==> config.mk <==
export PLATFORM = sky130hd
export DESIGN_NAME = fall_detector_fsm_unit
export DESIGN_NICKNAME = d
export VERILOG_FILES = /design/src/design/fdf_pkg.sv /design/src/design/fdf_front.sv /design/src/design/fdf_queue.sv /design/src/design/fdf_isqrt.sv /design/src/design/fdf_back.sv /design/src/design/fall_detector_fsm_unit.sv
export SDC_FILE = /design/constraint.sdc
export NUM_CORES = 1
export LEC_CHECK = 0
export BUFFER_PORTS_ARGS = -buffer_cell sky130_fd_sc_hd__buf_4
export CELL_PAD_IN_SITES_DETAIL_PLACEMENT = 1
export CELL_PAD_IN_SITES_GLOBAL_PLACEMENT = 1
export CORE_AREA = 8 8 233 235
export DETAILED_ROUTE_END_ITERATION = 12
export DIE_AREA = 0 0 241 243
export GPL_ROUTABILITY_DRIVEN = 0
export PLACE_DENSITY = 0.85
export SETUP_SLACK_MARGIN = 0.05
export SYNTH_ARGS = -nofsm -noshare
export SYNTH_HDL_FRONTEND = slang
export SYNTH_SLANG_ARGS = --single-unit
==> constraint.sdc <==
create_clock -name clk -period 12.1 [get_ports clk]
set_clock_uncertainty 0.05 [all_clocks]
set_input_delay 2.42 -clock clk [delete_from_list [all_inputs] [get_ports clk]]
set_output_delay 2.42 -clock clk [all_outputs]
set_load 0.03 [all_outputs]
==> src/design/fdf_pkg.sv <==
// ----------------------------------------------------------------------------
// fdf_pkg
// shared types, codes and constants of the fall detector
// ----------------------------------------------------------------------------
package fdf_pkg;

  // operation codes carried in the input tuser
  localparam logic [1:0] OP_SAMPLE = 2'd0;
  localparam logic [1:0] OP_TICK   = 2'd1;
  localparam logic [1:0] OP_CANCEL = 2'd2;

  // result event codes
  localparam logic [2:0] EV_NONE    = 3'd0;
  localparam logic [2:0] EV_START   = 3'd1;
  localparam logic [2:0] EV_STEP    = 3'd2;
  localparam logic [2:0] EV_FALL    = 3'd3;
  localparam logic [2:0] EV_CANCEL  = 3'd4;

  // detector phases
  localparam logic [2:0] PH_IDLE    = 3'd0;
  localparam logic [2:0] PH_RUN     = 3'd1;
  localparam logic [2:0] PH_IMPACT  = 3'd2;
  localparam logic [2:0] PH_STILL   = 3'd3;
  localparam logic [2:0] PH_RECHECK = 3'd4;

  // configuration register indexes
  localparam logic [2:0] CFG_BAND_LOW         = 3'd0;
  localparam logic [2:0] CFG_BAND_HIGH        = 3'd1;
  localparam logic [2:0] CFG_BAND_MIN_RUN     = 3'd2;
  localparam logic [2:0] CFG_IMPACT_THRESHOLD = 3'd3;
  localparam logic [2:0] CFG_IMPACT_WINDOW    = 3'd4;
  localparam logic [2:0] CFG_STILL_THRESHOLD  = 3'd5;
  localparam logic [2:0] CFG_STILL_WINDOW     = 3'd6;
  localparam logic [2:0] CFG_COUNTDOWN_LENGTH = 3'd7;

  localparam logic [12:0] ONE_G = 13'd1000;

  // reset values of the registers
  localparam logic [12:0] RST_BAND_LOW         = 13'd800;
  localparam logic [12:0] RST_BAND_HIGH        = 13'd1000;
  localparam logic [7:0]  RST_BAND_MIN_RUN     = 8'd4;
  localparam logic [12:0] RST_IMPACT_THRESHOLD = 13'd500;
  localparam logic [7:0]  RST_IMPACT_WINDOW    = 8'd25;
  localparam logic [12:0] RST_STILL_THRESHOLD  = 13'd100;
  localparam logic [7:0]  RST_STILL_WINDOW     = 8'd50;
  localparam logic [3:0]  RST_COUNTDOWN_LENGTH = 4'd10;

  typedef struct packed {
    logic [12:0] band_low;
    logic [12:0] band_high;
    logic [7:0]  band_min_run;
    logic [12:0] impact_threshold;
    logic [7:0]  impact_window;
    logic [12:0] still_threshold;
    logic [7:0]  still_window;
    logic [3:0]  countdown_length;
  } cfg_t;

  // one classified item between front and back
  typedef struct packed {
    logic [1:0]  op;
    logic [25:0] sumsq;
  } qitem_t;

  typedef struct packed {
    logic        done;
    logic [12:0] root;
    logic        exact;
  } sqrt_res_t;

  function automatic logic [7:0] inc8(input logic [7:0] c);
    logic [7:0] r;
    r = (c == 8'hff) ? c : c + 8'd1;
    return r;
  endfunction

endpackage

==> src/design/fdf_front.sv <==
// ----------------------------------------------------------------------------
// fdf_front
// accepts items, takes magnitudes and forms the sum of squares of a sample
// ----------------------------------------------------------------------------
module fdf_front (
  input  logic                clk,
  input  logic                rst,
  input  logic                in_valid,
  output logic                in_ready,
  input  logic [1:0]          operation,
  input  logic signed [12:0]  accel_x,
  input  logic signed [12:0]  accel_y,
  input  logic signed [12:0]  accel_z,
  output logic                q_valid,
  input  logic                q_ready,
  output fdf_pkg::qitem_t     q_item
);
  import fdf_pkg::*;

  typedef enum logic [1:0] {F_IDLE, F_SQUARE, F_PUSH} fstate_t;

  fstate_t     state;
  logic [1:0]  op;
  logic [12:0] mag [3];
  logic [1:0]  sq_idx;
  logic [25:0] acc;
  logic [25:0] sq;

  function automatic logic [12:0] abs13(input logic signed [12:0] a);
    logic [12:0] r;
    r = a[12] ? 13'(-a) : 13'(a);
    return r;
  endfunction

  assign in_ready = (state == F_IDLE);
  assign sq       = 26'(mag[sq_idx]) * 26'(mag[sq_idx]);
  assign q_valid  = (state == F_PUSH);
  assign q_item   = '{op: op, sumsq: acc};

  always_ff @(posedge clk) begin
    if (rst) begin
      state  <= F_IDLE;
      sq_idx <= '0;
      acc    <= '0;
      op     <= OP_SAMPLE;
    end else begin
      case (state)
        F_IDLE: begin
          if (in_valid) begin
            op     <= operation;
            mag[0] <= abs13(accel_x);
            mag[1] <= abs13(accel_y);
            mag[2] <= abs13(accel_z);
            acc    <= '0;
            sq_idx <= '0;
            state  <= (operation == OP_SAMPLE) ? F_SQUARE : F_PUSH;
          end
        end
        F_SQUARE: begin
          acc    <= acc + sq;
          sq_idx <= sq_idx + 2'd1;
          if (sq_idx == 2'd2) begin
            state <= F_PUSH;
          end
        end
        F_PUSH: begin
          if (q_ready) begin
            state <= F_IDLE;
          end
        end
        default: state <= F_IDLE;
      endcase
    end
  end

endmodule

==> src/design/fdf_queue.sv <==
// ----------------------------------------------------------------------------
// fdf_queue
// short fifo of classified items between front and back
// ----------------------------------------------------------------------------
module fdf_queue #(
  parameter int DEPTH = 2
) (
  input  logic            clk,
  input  logic            rst,
  input  logic            wr_valid,
  output logic            wr_ready,
  input  fdf_pkg::qitem_t wr_item,
  output logic            rd_valid,
  input  logic            rd_ready,
  output fdf_pkg::qitem_t rd_item
);
  import fdf_pkg::*;

  localparam int AW = $clog2(DEPTH);
  localparam int CW = $clog2(DEPTH + 1);
  localparam logic [AW-1:0] LAST = AW'(DEPTH - 1);

  qitem_t        mem [DEPTH];
  logic [AW-1:0] wr_ptr;
  logic [AW-1:0] rd_ptr;
  logic [CW-1:0] count;
  logic          push;
  logic          pop;

  assign wr_ready = (count != CW'(DEPTH));
  assign rd_valid = (count != '0);
  assign rd_item  = mem[rd_ptr];
  assign push     = wr_valid && wr_ready;
  assign pop      = rd_valid && rd_ready;

  always_ff @(posedge clk) begin
    if (push) begin
      mem[wr_ptr] <= wr_item;
    end
  end

  always_ff @(posedge clk) begin
    if (rst) begin
      wr_ptr <= '0;
      rd_ptr <= '0;
      count  <= '0;
    end else begin
      if (push) begin
        wr_ptr <= (wr_ptr == LAST) ? '0 : wr_ptr + AW'(1);
      end
      if (pop) begin
        rd_ptr <= (rd_ptr == LAST) ? '0 : rd_ptr + AW'(1);
      end
      case ({push, pop})
        2'b10:   count <= count + CW'(1);
        2'b01:   count <= count - CW'(1);
        default: count <= count;
      endcase
    end
  end

  a_count_bound: assert property (@(posedge clk) disable iff (rst) count <= CW'(DEPTH))
    else $error("queue count beyond depth");

endmodule

==> src/design/fdf_isqrt.sv <==
// ----------------------------------------------------------------------------
// fdf_isqrt
// iterative integer square root over 26 bits, one result bit per cycle
// ----------------------------------------------------------------------------
module fdf_isqrt (
  input  logic                clk,
  input  logic                rst,
  input  logic                start,
  input  logic [25:0]         n,
  output fdf_pkg::sqrt_res_t  res
);
  import fdf_pkg::*;

  logic [25:0] rem;
  logic [25:0] root;
  logic [25:0] bitv;
  logic [25:0] trial;
  logic        busy;
  logic        done;

  assign trial = root + bitv;
  assign res   = '{done: done, root: root[12:0], exact: (rem == '0)};

  always_ff @(posedge clk) begin
    if (rst) begin
      busy <= 1'b0;
      done <= 1'b0;
      rem  <= '0;
      root <= '0;
      bitv <= '0;
    end else begin
      done <= 1'b0;
      if (start) begin
        rem  <= n;
        root <= '0;
        bitv <= 26'h100_0000;
        busy <= 1'b1;
      end else if (busy) begin
        if (rem >= trial) begin
          rem  <= rem - trial;
          root <= (root >> 1) + bitv;
        end else begin
          root <= root >> 1;
        end
        bitv <= bitv >> 2;
        // the step with the lowest bit is the last one
        if (bitv[0]) begin
          busy <= 1'b0;
          done <= 1'b1;
        end
      end
    end
  end

  a_start_idle: assert property (@(posedge clk) disable iff (rst) start |-> !busy)
    else $error("square root started while busy");

endmodule

==> src/design/fdf_back.sv <==
// ----------------------------------------------------------------------------
// fdf_back
// takes classified items, runs the root and the detector, holds the result
// ----------------------------------------------------------------------------
module fdf_back (
  input  logic                clk,
  input  logic                rst,
  input  fdf_pkg::cfg_t       cfg,
  input  logic                q_valid,
  output logic                q_ready,
  input  fdf_pkg::qitem_t     q_item,
  output logic                out_valid,
  input  logic                out_ready,
  output logic [2:0]          event_res,
  output logic [3:0]          countdown_shown,
  output logic [12:0]         deviation,
  output logic [2:0]          phase,
  output logic                monitoring
);
  import fdf_pkg::*;

  typedef enum logic [1:0] {B_IDLE, B_ROOT, B_APPLY} bstate_t;

  bstate_t   state;
  logic [1:0]  cur_op;
  logic [12:0] dev;
  logic [12:0] dev_calc;
  logic [12:0] ceil_root;
  sqrt_res_t   sq;
  logic        sq_start;
  logic        out_free;

  // detector state
  logic [2:0] detect_phase;
  logic [7:0] band_run;
  logic [7:0] impact_count;
  logic       impact_seen;
  logic [7:0] still_count;
  logic       still_moved;
  logic [7:0] recheck_count;
  logic       recheck_moved;
  logic       armed_flag;
  logic [3:0] seconds_elapsed;

  logic [2:0] detect_phase_next;
  logic [7:0] band_run_next;
  logic [7:0] impact_count_next;
  logic       impact_seen_next;
  logic [7:0] still_count_next;
  logic       still_moved_next;
  logic [7:0] recheck_count_next;
  logic       recheck_moved_next;
  logic       armed_flag_next;
  logic [3:0] seconds_elapsed_next;
  logic [2:0] ev_next;
  logic [3:0] shown_next;
  logic [12:0] dev_next;
  logic       inband;
  logic       fire;

  assign q_ready  = (state == B_IDLE);
  assign sq_start = (state == B_IDLE) && q_valid && (q_item.op == OP_SAMPLE);
  assign out_free = !out_valid || out_ready;

  fdf_isqrt u_isqrt (
    .clk   (clk),
    .rst   (rst),
    .start (sq_start),
    .n     (q_item.sumsq),
    .res   (sq)
  );

  // root rounded toward one g
  assign ceil_root = sq.exact ? sq.root : sq.root + 13'd1;
  assign dev_calc  = (sq.root >= ONE_G) ? sq.root - ONE_G : ONE_G - ceil_root;
  assign inband    = (dev >= cfg.band_low) && (dev <= cfg.band_high);

  always_comb begin
    detect_phase_next    = detect_phase;
    band_run_next        = band_run;
    impact_count_next    = impact_count;
    impact_seen_next     = impact_seen;
    still_count_next     = still_count;
    still_moved_next     = still_moved;
    recheck_count_next   = recheck_count;
    recheck_moved_next   = recheck_moved;
    armed_flag_next      = armed_flag;
    seconds_elapsed_next = seconds_elapsed;
    ev_next              = EV_NONE;
    shown_next           = '0;
    dev_next             = '0;
    fire                 = 1'b0;
    case (cur_op)
      OP_SAMPLE: begin
        dev_next = dev;
        case (detect_phase)
          PH_RUN: begin
            if (inband) begin
              band_run_next = inc8(band_run);
            end else if (band_run >= cfg.band_min_run) begin
              band_run_next     = '0;
              detect_phase_next = PH_IMPACT;
            end else begin
              band_run_next     = '0;
              detect_phase_next = PH_IDLE;
            end
          end
          PH_IMPACT: begin
          end
          PH_STILL: begin
            still_moved_next = still_moved || (dev >= cfg.still_threshold);
            still_count_next = inc8(still_count);
            if (still_count_next >= cfg.still_window) begin
              still_count_next = '0;
              if (still_moved_next) begin
                still_moved_next  = 1'b0;
                detect_phase_next = PH_RECHECK;
              end else begin
                fire = 1'b1;
              end
            end
          end
          PH_RECHECK: begin
            recheck_moved_next = recheck_moved || (dev >= cfg.still_threshold);
            recheck_count_next = inc8(recheck_count);
            if (recheck_count_next >= cfg.still_window) begin
              recheck_count_next = '0;
              if (recheck_moved_next) begin
                recheck_moved_next = 1'b0;
                detect_phase_next  = PH_IDLE;
              end else begin
                fire = 1'b1;
              end
            end
          end
          default: begin
            detect_phase_next = PH_IDLE;
            if (inband && armed_flag) begin
              detect_phase_next = PH_RUN;
              band_run_next     = inc8(band_run);
            end
          end
        endcase
        // impact window, also entered straight from the run phase
        if (detect_phase_next == PH_IMPACT) begin
          impact_seen_next  = impact_seen || (dev >= cfg.impact_threshold);
          impact_count_next = inc8(impact_count);
          if (impact_count_next >= cfg.impact_window) begin
            impact_count_next = '0;
            if (impact_seen_next) begin
              impact_seen_next  = 1'b0;
              detect_phase_next = PH_STILL;
            end else begin
              detect_phase_next = PH_IDLE;
            end
          end
        end
        if (fire) begin
          armed_flag_next      = 1'b0;
          seconds_elapsed_next = 4'd1;
          detect_phase_next    = PH_IDLE;
          ev_next              = EV_START;
          shown_next           = cfg.countdown_length;
        end
      end
      OP_TICK: begin
        if (!armed_flag) begin
          if (seconds_elapsed >= cfg.countdown_length) begin
            seconds_elapsed_next = '0;
            armed_flag_next      = 1'b1;
            ev_next              = EV_FALL;
          end else begin
            shown_next           = cfg.countdown_length - seconds_elapsed;
            seconds_elapsed_next = seconds_elapsed + 4'd1;
            ev_next              = EV_STEP;
          end
        end
      end
      OP_CANCEL: begin
        detect_phase_next    = PH_IDLE;
        band_run_next        = '0;
        impact_count_next    = '0;
        impact_seen_next     = 1'b0;
        still_count_next     = '0;
        still_moved_next     = 1'b0;
        recheck_count_next   = '0;
        recheck_moved_next   = 1'b0;
        armed_flag_next      = 1'b1;
        seconds_elapsed_next = '0;
        ev_next              = EV_CANCEL;
      end
      default: begin
      end
    endcase
  end

  always_ff @(posedge clk) begin
    if (rst) begin
      state           <= B_IDLE;
      cur_op          <= OP_SAMPLE;
      dev             <= '0;
      out_valid       <= 1'b0;
      event_res       <= EV_NONE;
      countdown_shown <= '0;
      deviation       <= '0;
      phase           <= PH_IDLE;
      monitoring      <= 1'b1;
      detect_phase    <= PH_IDLE;
      band_run        <= '0;
      impact_count    <= '0;
      impact_seen     <= 1'b0;
      still_count     <= '0;
      still_moved     <= 1'b0;
      recheck_count   <= '0;
      recheck_moved   <= 1'b0;
      armed_flag      <= 1'b1;
      seconds_elapsed <= '0;
    end else begin
      // in the apply state the result register is loaded or kept full
      if (out_ready && (state != B_APPLY)) begin
        out_valid <= 1'b0;
      end
      case (state)
        B_IDLE: begin
          if (q_valid) begin
            cur_op <= q_item.op;
            dev    <= '0;
            state  <= (q_item.op == OP_SAMPLE) ? B_ROOT : B_APPLY;
          end
        end
        B_ROOT: begin
          if (sq.done) begin
            dev   <= dev_calc;
            state <= B_APPLY;
          end
        end
        B_APPLY: begin
          // commit only once the result register has room
          if (out_free) begin
            detect_phase    <= detect_phase_next;
            band_run        <= band_run_next;
            impact_count    <= impact_count_next;
            impact_seen     <= impact_seen_next;
            still_count     <= still_count_next;
            still_moved     <= still_moved_next;
            recheck_count   <= recheck_count_next;
            recheck_moved   <= recheck_moved_next;
            armed_flag      <= armed_flag_next;
            seconds_elapsed <= seconds_elapsed_next;
            event_res       <= ev_next;
            countdown_shown <= shown_next;
            deviation       <= dev_next;
            phase           <= detect_phase_next;
            monitoring      <= armed_flag_next;
            out_valid       <= 1'b1;
            state           <= B_IDLE;
          end
        end
        default: state <= B_IDLE;
      endcase
    end
  end

  a_countdown_idle: assert property (@(posedge clk) disable iff (rst)
    !armed_flag |-> (detect_phase == PH_IDLE))
    else $error("detector left idle during countdown");

  a_root_wait: assert property (@(posedge clk) disable iff (rst)
    sq.done |-> (state == B_ROOT))
    else $error("square root finished outside its wait state");

endmodule

==> src/design/fall_detector_fsm_unit.sv <==
// ----------------------------------------------------------------------------
// fall_detector_fsm_unit
// accelerometer fall detector with countdown
// ----------------------------------------------------------------------------
// input stream s_axis: tuser carries the operation (sample, tick, cancel),
// tdata the three signed accelerations. each input transaction yields one
// result transaction on m_axis: tuser carries the event code, tdata the
// countdown value, the deviation from 1 g, the phase and the monitoring flag.
// registers are written over the cfg channel (always ready); the user must
// write them only while idle, the block does not enforce this. a sample goes
// through the front (three squares through one multiplier, then the push),
// the queue, then the back (entry, 13 steps of the square root unit,
// rounding, commit). the back sets the sustained sample rate; ticks and
// cancels skip the root and pass the front, queue and back apply state.
// the front and back are parted by a short queue, so the front keeps taking
// items while the back works or while a result waits in the output register.
// when m_axis stalls, the back holds its result and stops; the queue then
// fills and s_axis tready drops. reset clears the detector, arms it, and
// loads the register defaults; no clearing pass is needed.
// ----------------------------------------------------------------------------
module fall_detector_fsm_unit #(
  parameter int QUEUE_DEPTH = 2
) (
  input  logic        clk,
  input  logic        rst,
  input  logic        s_axis_tvalid,
  output logic        s_axis_tready,
  input  logic [39:0] s_axis_tdata,  // accel_x, accel_y, accel_z, zero pad
  input  logic [1:0]  s_axis_tuser,  // operation
  output logic        m_axis_tvalid,
  input  logic        m_axis_tready,
  output logic [23:0] m_axis_tdata,  // countdown_shown, deviation, phase, monitoring, pad
  output logic [2:0]  m_axis_tuser,  // event_res
  input  logic        cfg_valid,
  output logic        cfg_ready,
  input  logic [2:0]  cfg_index,
  input  logic [12:0] cfg_data
);
  import fdf_pkg::*;

  cfg_t   cfg;
  qitem_t wr_item;
  qitem_t rd_item;
  logic   wr_valid;
  logic   wr_ready;
  logic   rd_valid;
  logic   rd_ready;

  logic [3:0]  countdown_shown;
  logic [12:0] deviation;
  logic [2:0]  phase;
  logic        monitoring;

  assign cfg_ready = 1'b1;

  always_ff @(posedge clk) begin
    if (rst) begin
      cfg.band_low         <= RST_BAND_LOW;
      cfg.band_high        <= RST_BAND_HIGH;
      cfg.band_min_run     <= RST_BAND_MIN_RUN;
      cfg.impact_threshold <= RST_IMPACT_THRESHOLD;
      cfg.impact_window    <= RST_IMPACT_WINDOW;
      cfg.still_threshold  <= RST_STILL_THRESHOLD;
      cfg.still_window     <= RST_STILL_WINDOW;
      cfg.countdown_length <= RST_COUNTDOWN_LENGTH;
    end else if (cfg_valid) begin
      case (cfg_index)
        CFG_BAND_LOW:         cfg.band_low         <= cfg_data;
        CFG_BAND_HIGH:        cfg.band_high        <= cfg_data;
        CFG_BAND_MIN_RUN:     cfg.band_min_run     <= cfg_data[7:0];
        CFG_IMPACT_THRESHOLD: cfg.impact_threshold <= cfg_data;
        CFG_IMPACT_WINDOW:    cfg.impact_window    <= cfg_data[7:0];
        CFG_STILL_THRESHOLD:  cfg.still_threshold  <= cfg_data;
        CFG_STILL_WINDOW:     cfg.still_window     <= cfg_data[7:0];
        CFG_COUNTDOWN_LENGTH: cfg.countdown_length <= cfg_data[3:0];
        default: begin
        end
      endcase
    end
  end

  fdf_front u_front (
    .clk       (clk),
    .rst       (rst),
    .in_valid  (s_axis_tvalid),
    .in_ready  (s_axis_tready),
    .operation (s_axis_tuser),
    .accel_x   (s_axis_tdata[12:0]),
    .accel_y   (s_axis_tdata[25:13]),
    .accel_z   (s_axis_tdata[38:26]),
    .q_valid   (wr_valid),
    .q_ready   (wr_ready),
    .q_item    (wr_item)
  );

  fdf_queue #(
    .DEPTH (QUEUE_DEPTH)
  ) u_queue (
    .clk      (clk),
    .rst      (rst),
    .wr_valid (wr_valid),
    .wr_ready (wr_ready),
    .wr_item  (wr_item),
    .rd_valid (rd_valid),
    .rd_ready (rd_ready),
    .rd_item  (rd_item)
  );

  fdf_back u_back (
    .clk             (clk),
    .rst             (rst),
    .cfg             (cfg),
    .q_valid         (rd_valid),
    .q_ready         (rd_ready),
    .q_item          (rd_item),
    .out_valid       (m_axis_tvalid),
    .out_ready       (m_axis_tready),
    .event_res       (m_axis_tuser),
    .countdown_shown (countdown_shown),
    .deviation       (deviation),
    .phase           (phase),
    .monitoring      (monitoring)
  );

  assign m_axis_tdata = {3'b000, monitoring, phase, deviation, countdown_shown};

endmodule

# [Word-level counts from Yosys, hierarchy flattened]
# Memories as Yosys holds them, arrays and structs flattened. A register that Yosys moved wholly into a read port is not among the register bits.
# Cells that the tools add are included.
[word_totals] ff_bits=264 mem_bits_rw=95 input_bits=63 out_inout_bits=30 word_cells=277 n_memories=2
[classes] n_addsub=21 n_mul=1 magnitude_cmp=11 n_eq_ne=40 mux=111 bitwise_logic=1 n_reduce_logical=52
[mem_list] memory="u_queue.mem" depth=2 width=28 rd=1 rd_ports_with_merged_regs=1 write_ports=1 line_no="fdf_queue.sv:23" rtl="qitem_t mem [DEPTH];"
[mem_list] memory="u_front.mag" depth=3 width=13 rd=1 rd_ports_with_merged_regs=1 write_ports=3 line_no="fdf_front.sv:24" rtl="logic [12:0] mag [3];"
[op_table] op="two-way mux 26 bit" n=5
[op_table] op="two-way mux 13 bit" n=8
[op_table] op="two-way mux 8 bit" n=12
[op_table] op="case mux 8 bit (2 select lines)" n=5
[op_table] op="case mux 26 bit (2 select lines)" n=1
[op_table] op="two-way mux 25 bit" n=2
[op_table] op=">= comparator 13 bit" n=3
[op_table] op="negation 13 bit" n=3
[op_table] op="two-way mux 1 bit" n=34
[op_table] op="adder 8 x 1 -> 8 bit (second input constant)" n=4
[op_table] op="== test 8 bit (second input constant)" n=4
[op_table] op=">= comparator 8 bit" n=4
[op_table] op="two-way mux 3 bit" n=10
[op_table] op="adder 25 x 25 -> 26 bit" n=1
[op_table] op="adder 26 x 25 -> 26 bit" n=1
[op_table] op="adder 26 bit" n=1
[op_table] op=">= comparator 26 bit" n=1
[op_table] op="logical NOT 26 bit" n=1
[op_table] op="multiplier 13 x 13 -> 26 bit" n=1
[op_table] op="two-way mux 2 bit" n=13
[op_table] op="case mux 13 bit (2 select lines)" n=1
[op_table] op="AND reduction 2 bit" n=13
[op_table] op="subtractor 26 bit" n=1
[op_table] op="two-way mux 4 bit" n=6
[op_table] op="other kinds (41)" n=102

# [Depth between registers and ports, before layout]
[logic_depth] depth_word=10 depth_mapped=28 ltp_nobuf=26

# [Hierarchy]
# Synthesis repeated with hierarchy kept, for this count alone.
[unflattened] hier_cells=3098 hier_area_um2=27268.7
[modules_own_cells] mod="fdf_front" n_inst=1 cells_each=983 area_per_inst_um2=8832.2 seq_area_each_um2=1851.8
[modules_own_cells] mod="fdf_back" n_inst=1 cells_each=927 area_per_inst_um2=6982.9 seq_area_each_um2=1621.6
[modules_own_cells] mod="fdf_isqrt" n_inst=1 cells_each=769 area_per_inst_um2=5952.0 seq_area_each_um2=1341.3
[modules_own_cells] mod="fall_detector_fsm_unit" n_inst=1 cells_each=308 area_per_inst_um2=3261.9 seq_area_each_um2=1601.5
[modules_own_cells] mod="fdf_queue" n_inst=1 cells_each=111 area_per_inst_um2=2239.6 seq_area_each_um2=1781.7

# [Least setup slack after synthesis]
# OpenSTA, ideal clock, no wires.
[synth_timing] path_kind="register -> register" startpoint="reg with a tool-made name" endpoint="reg u_front.acc[23]" arrival_time_ns=6.968 path_slack_ns=4.965 stages_incl_launch_ff=27 path_buffers=2 synth_period_minus_slack_ns=7.135 cell_sequence="dfxtp_1 > clkbuf_1 > buf_1 > mux2i_1 > o21ai_1 > inv_1 > nor2_1 > inv_1 > fa_1 > inv_1 > fa_1 > inv_1 > fa_1 > inv_1 > fa_1 > fa_1 > inv_1 > fa_1 > inv_1 > ha_1 > a21o_1 > a221oi_1 > a21oi_1 > o21ai_0 > a21boi_0 > or3_1 > a32o_1"
[synth_lines] item="to (signal assigned)" line_no="fdf_front.sv:60" rtl="acc <= acc + sq;"
[synth_lines] item="to (decl)" line_no="fdf_front.sv:26" rtl="logic [25:0] acc;"

==> impl_metrics.ini <==
[synthesis]
async_flop_share = 0
synth-main-ff-cell = dfxtp_1
netlist_area_um2 = 26400
ys_ff_latch = 362
yosys.cell_types.count = 90
syn_avg_cell_area_um2 = 8.62
synth-edff-count = 95
yosys.area.top_type = dfxtp_1
ys_warn_count = 0
synth_area_leaders = dfxtp_1, ha_1, edfxtp_1, fa_1, inv_1
synth_seq_area_share = 0.310
synth_top_cell_area_share = 0.202
syn_inst = 3063

[sta]
min_period_ns = 8.27
maxSlewViolCount = 0
final.setup.worst_slack_ns = 3.83
finalSetupViolCount = 0
fin_crit_sh = 0.683
tns_ns = 0
holdWs_ns = 0.402
tightest_slew_ns = 1.38
hold_viol = 0
slew-limit-headroom = 0.0747
rsz0062_at_grt = no
fmax_mhz = 121

[clock_network]
clock_latency_ns = 0.60
cts_setup_buffers = 0
ctsResizeCount = 0
clock-sinks = 362
cts.path.max_buffers = 3
htree_levels = 2
cts_root_buf = clkbuf_16
cts_tree = done
cts_hold_buf = 0
path_clk_slew_ns = 0.06
cts_made_buffers = 42

[setup_path]
crit_end = u_front.acc[23]
ff2ff_setup_slack_ns = 3.83
cp.required_ns = 12.52
r2r_end = u_front.acc[23]
end_kind = flip-flop
cp-start-kind = flip-flop
crit_type = reg -> reg
cp.arrival_ns = 8.68
cp_max_fo = 13
ff2ff_path_depth = 22

[floorplan]
fp.dieW_um = 241
io_pins = 93
rows = 83
start_util = 0.521
fp.dieH_um = 243
die-area_um2 = 58600
coreArea_um2 = 50700

[final_layout]
final_common_cell = inv_1
diodes = 0
stdcell_area_um2 = 29200
area_growth_pct = 10.5
layout-drive-gt1-share = 0.0744
nets = 3514
final_cell_mix = inv_1, nand2_1, dfxtp_1, nor2_1, ha_1
final_cells = 3812
post-route-util = 0.575

[global_routing]
grt_overflow = 0
grtUsageTotal = 0.276
antenna_found_initial = 1
first_global_vias = 25000
grt_pass1_wl_mm = 132
grt_max_degree = 82

[power_and_ir_drop]
power.leakage_nw = 12.3
ir_drop_mv = 0.287
total_power_mw = 8.19
p_per_area_nw_per_um2 = 281

[flow_run]
maxCapViolations = 0

[route]
m1WireLength_mm = 33.1
wirelength_mm = 81.4
wl_per_cell_um = 21.4
dr.pass1.iters = 5
drc_errors = 0
wl_met2_mm = 41.8
wl_met3_mm = 3.47
vias_per_cell = 6.00
top_layer = met4
ant_nets = 0
vias = 22900
drtIter0Drc = 1361

[outcome]
status = finished, final reports clean

[placement]
placed_cell_area_um2 = 27600
dp_cells = 3735
hpwlAfterDp_mm = 60.0
pre_cts_ws_ns = 3.93
port_buffers = 87

[worst_hold_path]
min_path_type = reg -> reg
cell usage after synthesis (11+ instances only):
master    number
dfxtp_1      267
edfxtp_1      95
nand2_1      348
a211oi_1      37
nand3_1       77
clkbuf_1      97
o211ai_1      41
or3_1         22
nand2b_1      32
xnor2_1      105
or2_2         11
nand4_1       22
mux2i_1       77
a31oi_1       37
a21o_1        41
nor2b_1       26
a22oi_1       30
inv_1        360
and3_1        23
o31ai_1       11
o21ai_1       20
nor2_1       250
nor4_1        18
o21ai_0      107
ha_1         233
nor3_1        35
o21a_1        22
a21oi_1      201
o21bai_1      18
fa_1         119
xor2_1        40
nand3b_1      14
how the worst min path moves through the flow:
stage / cells after the start / start / slack (ns) / endpoint
global route: 2 / u_back.deviation[7] / 0.43 / u_back.deviation[7]
global placement: 2 / u_back.deviation[5] / 0.39 / u_back.deviation[5]
CTS: 2 / cfg[73] / 0.41 / cfg[73]
floorplan: 0 / u_front.op[0] / 0.38 / u_queue.mem[0][26]
detailed placement: 2 / u_back.deviation[5] / 0.40 / u_back.deviation[5]
finish: 2 / u_back.deviation[5] / 0.40 / u_back.deviation[5]
final cells by class:
| cell class | count | area, um2 |
|---|---|---|
| Multi-Input combinational cell | 2217 | 16400 |
| Timing Repair Buffer | 110 | 830 |
| Clock buffer | 61 | 1310 |
| Tap cell | 680 | 851 |
| Fill cell | 6030 | 21500 |
| Clock inverter | 16 | 229 |
| Inverter | 366 | 1370 |
| Sequential cell | 362 | 8200 |
critical path, cell delays in order, from the launching register on:
cell	delay [ns]
dfxtp_1	0.79
mux2i_1	0.23
o21ai_1	0.83
inv_1	0.40
nor2_1	0.34
fa_1	0.46
inv_1	0.12
fa_1	0.44
inv_1	0.11
fa_1	0.42
fa_1	0.52
fa_1	0.56
inv_1	0.06
fa_1	0.50
inv_1	0.04
ha_1	0.36
and3_1	0.24
a221oi_1	0.48
a21oi_1	0.21
o21ai_0	0.26
a21boi_0	0.15
or3_1	0.32
a32o_1	0.24
registers in the layout, indices dropped and copies added, names as in the netlist, 3 cells and up, named ones only:
register and count:
u_back.seconds_elapsed 4, u_back.countdown_shown 4, u_back.u_isqrt.rem 26, u_back.band_run 8, u_front.acc 26, cfg 80
u_back.u_isqrt.root 26, u_back.still_count 8, u_back.deviation 13, u_queue.mem 56, u_back.recheck_count 8, u_back.impact_count 8
u_back.event_res 3, u_front.mag 39, u_back.detect_phase 3, u_back.u_isqrt.bitv 13, u_back.dev 13
where the power goes:
group	switching, mW	total, mW	internal (mW)
sequential	0.156	1.54	1.38
clock	0.558	1.40	0.842
combinational	3.26	5.25	1.99
routing by layer:
layer / up-vias / track usage
met5: - / 0
met1: 11400 / 0.329
li1: 10700 / -
met2: 545 / 0.495
met4: 0 / 0.103
met3: 211 / 0.0385
logic make-up after synthesis:
| group | count (synthesis) | synth area share |
|---|---|---|
| AO/OA/AOI/OAI | 717 | 0.180 |
| XOR/XNOR | 145 | 0.0481 |
| adder cells (fa/ha/maj) | 352 | 0.201 |
| buffers and inverters | 486 | 0.0704 |
| flip-flops | 362 | 0.310 |
| multiplexers | 85 | 0.0326 |
| other | 2 | 0.000284 |
| AND/OR/NAND/NOR | 914 | 0.158 |
Note: power is estimated with default switching activity, not from simulation.
